`config.mk`:
```
export PLATFORM = sky130hd
export DESIGN_NAME = rfc_serial_root
export DESIGN_NICKNAME = d
export VERILOG_FILES = /design/src/rtl/rfc_pkg.sv /design/src/rtl/rfc_serial_root.sv
export SDC_FILE = /design/constraint.sdc
export NUM_CORES = 1
export LEC_CHECK = 0
export ABC_AREA = 1
export BUFFER_PORTS_ARGS = -buffer_cell sky130_fd_sc_hd__buf_2
export CORE_MARGIN = 8
export CORE_UTILIZATION = 40
export CTS_BUF_LIST = sky130_fd_sc_hd__clkbuf_8
export DETAILED_ROUTE_END_ITERATION = 12
export SLEW_MARGIN = 20
export SYNTH_ARGS = -nofsm -noshare
export SYNTH_HDL_FRONTEND = slang
export SYNTH_SLANG_ARGS = --single-unit
```
`constraint.sdc`:
```
create_clock -name i_clk -period 4 [get_ports i_clk]
set_clock_uncertainty 0.15 [all_clocks]
set_input_delay 0.6 -clock i_clk [delete_from_list [all_inputs] [get_ports i_clk]]
set_output_delay 0.6 -clock i_clk [all_outputs]
set_load 0.02 [all_outputs]
```
`src/rtl/rfc_pkg.sv`:
```
`default_nettype none

package rfc_pkg;

    // fixed field widths
    localparam int NODE_W      = 8;
    localparam int IN_COORD_W  = 16;
    localparam int DEMAND_W    = 16;
    localparam int CFG_W       = 16;
    localparam int CFG_IDX_W   = 2;
    localparam int STATUS_W    = 2;
    localparam int TOUR_W      = 48;
    localparam int LOAD_W      = 18;
    localparam int RATE_FRAC   = 8;

    // item operations
    localparam logic OP_LOAD  = 1'b0;
    localparam logic OP_ROUTE = 1'b1;

    // status codes
    localparam logic [STATUS_W-1:0] ST_OK     = 2'd0;
    localparam logic [STATUS_W-1:0] ST_LOAD   = 2'd1;
    localparam logic [STATUS_W-1:0] ST_ENERGY = 2'd2;

    // configuration register indexes
    localparam logic [CFG_IDX_W-1:0] CFG_LOAD_CAPACITY    = 2'd0;
    localparam logic [CFG_IDX_W-1:0] CFG_BATTERY_CAPACITY = 2'd1;
    localparam logic [CFG_IDX_W-1:0] CFG_CONSUMPTION_RATE = 2'd2;
    localparam logic [CFG_IDX_W-1:0] CFG_DEPOT_NODE       = 2'd3;

    localparam logic [CFG_W-1:0] RATE_RESET = 16'd256;

    // sequencer states
    typedef enum logic [3:0] {
        S_IDLE,
        S_SLOT,
        S_WRITE,
        S_RESTART,
        S_RD_PREV,
        S_RD_CUR,
        S_DIFF,
        S_SQ_X,
        S_SQ_Y,
        S_ROOT,
        S_ENERGY,
        S_UPDATE,
        S_EMIT
    } t_state;

endpackage

`default_nettype wire

```
`src/rtl/rfc_serial_root.sv`:
```
`default_nettype none

// restoring square root, two radicand bits in and one root bit out per cycle
module rfc_serial_root #(
    parameter int PAIRS = 17,
    parameter int FRAC  = 8
) (
    input  logic                      i_clk,
    input  logic                      i_rst_n,
    input  logic                      i_start,
    input  logic [2*PAIRS-1:0]        i_radicand,
    output logic                      o_done,
    output logic [PAIRS+FRAC-1:0]     o_root
);
    import rfc_pkg::*;

    localparam int RAD_W  = 2 * PAIRS;
    localparam int ROOT_W = PAIRS + FRAC;
    localparam int CNT_W  = $clog2(ROOT_W);
    localparam logic [CNT_W-1:0] LAST = CNT_W'(ROOT_W - 1);

    logic              r_busy;
    logic              r_done;
    logic [CNT_W-1:0]  r_cnt;
    logic [RAD_W-1:0]  r_rad;
    logic [ROOT_W+1:0] r_rem;
    logic [ROOT_W-1:0] r_root;
    logic [ROOT_W+1:0] rem_sh;
    logic [ROOT_W+1:0] trial;
    logic              fits;

    // one digit: bring down two bits, try subtracting 4*root+1
    always_comb begin
        rem_sh = {r_rem[ROOT_W-1:0], r_rad[RAD_W-1 -: 2]};
        trial  = {r_root, 2'b01};
        fits   = (rem_sh >= trial);
    end

    // control
    always_ff @(posedge i_clk) begin
        if (!i_rst_n) begin
            r_busy <= 1'b0;
            r_done <= 1'b0;
            r_cnt  <= '0;
        end else begin
            r_done <= 1'b0;
            if (i_start) begin
                r_busy <= 1'b1;
                r_cnt  <= '0;
            end else if (r_busy) begin
                r_cnt <= r_cnt + 1'b1;
                if (r_cnt == LAST) begin
                    r_busy <= 1'b0;
                    r_done <= 1'b1;
                end
            end
        end
    end

    // radicand drains from the top, zeros follow for the fraction bits
    always_ff @(posedge i_clk) begin
        if (i_start) begin
            r_rad  <= i_radicand;
            r_rem  <= '0;
            r_root <= '0;
        end else if (r_busy) begin
            r_rad  <= {r_rad[RAD_W-3:0], 2'b00};
            r_rem  <= fits ? (rem_sh - trial) : rem_sh;
            r_root <= {r_root[ROOT_W-2:0], fits};
        end
    end

    assign o_done = r_done;
    assign o_root = r_root;

endmodule

`default_nettype wire

```
==> out/qor.csv <==
metric,value,unit
outcome,completed,
placed_cell_area,5850,um^2
drc,0,
std_cell_rows,42,
ioPinCount,63,
setup_viol_count_final,0,
placement.io_buffers,62,
setup_tns,0,ns
period_share,0.626,
tightest_slew,0.923,ns
final_common_cell,nand2_1,
internal-power,2.58,mW
root_buffer,clkbuf_8,
crit_arrival,2.67,ns
rrSetupSlack,1.50,ns
gp_congestion,0.893,
cp_slowest_cell,ha_1,
rr_worst_depth,13,
syn_avg_cell_area,7.07,um^2
ant_nets,0,
netlist.area_leader.share,0.212,
wl_met2,5890,um
synth_warnings,0,
seq_area_frac_synth,0.401,
grt_pass1_wl,22700,um
htreeDepth,3,
route.met3.wl,792,um
power_frac_comb,0.653,
grt_overflow,0,
layout_min_cycle_time,2.50,ns
critPathRequiredTime,4.17,ns
holdPathStages,3,
path_max_fanout,39,
synth.top_cells.by_area,"dfxtp_1 21%, nand2_1 20%, edfxtp_1 19%",
finalHoldViolations,0,
start_util,0.408,
relSlewSlack,0.381,
top_layer,met4,
p_seq_frac,0.222,
maxCapViolCount,0,
cp_common_cell,nor2_1,
drive_gt1_frac,0.133,
firstDrtPassIters,5,
fmaxAchievable,400,MHz
worstSetupPathType,reg -> reg,
crit_path_start_kind,register,
syn-cell-area,5390,um^2
synth_largest_area_cell,dfxtp_1,
synth.distinct_cells,39,
holdBufCountCts,0,
switching_power,2.81,mW
power_density,889,nW/um^2
synth-edff-count,34,
finalMaxSlewViolations,0,
max_stage_delay,0.44,ns
met1Wirelength,6090,um
cp-end-kind,register,
synthCells,762,
async_flop_share,0,
stdcell_area,6070,um^2
rsz0062_at_grt,false,
core_area,13200,um^2
wl_per_cell,13.2,um
antennaDiodeCount,0,
clk_pin_slew,0.10,ns
drt-total-wl,13200,um
cp-startpoint,r_rem[14],
die_y,132,um
dr.first_iter.drc_count,245,
post_cts_buffers,0,
post_cts_resized,0,
ys_ff_latch,91,
sw_frac_of_total,0.521,
grt_pass1_vias,5018,
grt_max_degree,40,
r2r_start,r_rem[14],
reg2reg_to,r_rem[22],
p_leak,3.10,nW
pwr-share-clk,0.125,
dieArea,17400,um^2
vdd_drop_max,0.388,mV
vias_per_cell,4.92,
cts_tree,built,
cts_buffers,9,
syn_to_final_growth,12.6,%
nets,885,
synth_top_flop_cell,dfxtp_1,
grt.total_usage,0.157,
cp_cell_sequence,ha_1 > nand2_2 > nor2_2 > nand2_1 > nor2_1 > nand2_1 > nand2_2 > nor2_4 > nand2_4 > nand3_1 > nor2_1 > nor2_1 > nor2_1,
cts_buffer_depth,2,
dp_hpwl,10100,um
synth_nets,828,
antenna_found_initial,0,
hold_class,in -> reg,
clock-sinks,91,
mostFrequentLayoutCells,"286 x nand2_1, 101 x inv_1, 62 x buf_2",
whs_endpoint,r_rad[0],
clkLatencyLatePin,0.38,ns
vias,4924,
die_x,132,um
min_from,i_radicand[0],
==> power by group through the flow <==
| stage | clock [mW] | combinational (mW) | sequential (mW) |
|---|---|---|---|
| 6_report | 0.675 | 3.52 | 1.20 |
| 5_1_grt | 0.733 | 4.05 | 1.21 |
| 4_1_cts | 0.701 | 3.52 | 1.20 |
| 3_5_place_dp | 0 | 3.49 | 1.22 |
| 3_3_place_gp | 0 | 3.47 | 1.21 |
| 2_1_floorplan | 0 | 2.90 | 1.19 |
==> sequential cells by signal, summed over array words and instances (netlist names) <==
name and count:
r_rad 34, o_done 1, r_busy 1, o_root 25, r_cnt 5, r_rem 25
==> kinds of logic after synthesis <==
family / count (synthesis) / synth area share
xor+xnor: 11 / 0.0179
simple gates: 414 / 0.324
buf+inv: 133 / 0.0969
flops: 91 / 0.401
fa+ha+maj: 29 / 0.0674
compound gates: 84 / 0.0925
==> cell usage after synthesis (5+ instances only) <==
cell / count
nor2_1: 50
inv_1: 102
o21ai_1: 12
clkbuf_1: 13
dfxtp_1: 57
edfxtp_1: 34
ha_1: 29
nor3_1: 9
nand4_1: 11
o211ai_1: 7
inv_2: 9
o22ai_1: 24
nand2_1: 286
nand2_2: 5
xnor2_1: 9
o21bai_1: 6
a21oi_1: 27
nand3_1: 32
==> metal layers <==
metal	vias up	GRT usage
met2	134	0.254
li1	2539	-
met4	0	0.0791
met1	2219	0.186
met3	32	0.0442
met5	-	0
==> worst max-delay path by stage <==
stage                end  depth (start not counted)
2_1_floorplan   r_rad[0]                          4
3_3_place_gp    r_rem[2]                          8
3_5_place_dp   r_rad[24]                          5
4_1_cts        r_rem[22]                         14
5_1_grt        r_rem[22]                         14
6_report       r_rem[22]                         13
==> worst max-delay path, delay by kind of cell (launching register included) <==
family | cells | cell delay [ns]
DFF | 1 | 0.38
and+or+nand+nor | 12 | 1.48
adders and majority gates | 1 | 0.44
==> area by class of cell <==
class | instances | area, um^2
repair buffers | 67 | 348
multi-input cells | 538 | 2700
well taps | 176 | 220
clock inverters | 7 | 90.1
fillers | 1369 | 7120
flip-flops and latches | 91 | 2160
clock buffers | 9 | 124
inverters | 112 | 420
==> per-stage QoR <==
stage                      util  total power, mW  worst slack, ns  std cells  hold WS (ns)
after floorplan               -             4.09             1.28        762         0.280
after global placement    0.444             4.68             1.55        984         0.309
after detailed placement  0.444             4.71             1.52        984         0.316
after CTS                 0.460             5.41             1.49       1000         0.295
after global routing      0.460             5.99             1.19       1000         0.302
final                     0.460             5.39             1.50       1000         0.321
(Power assumes the default switching activity.)
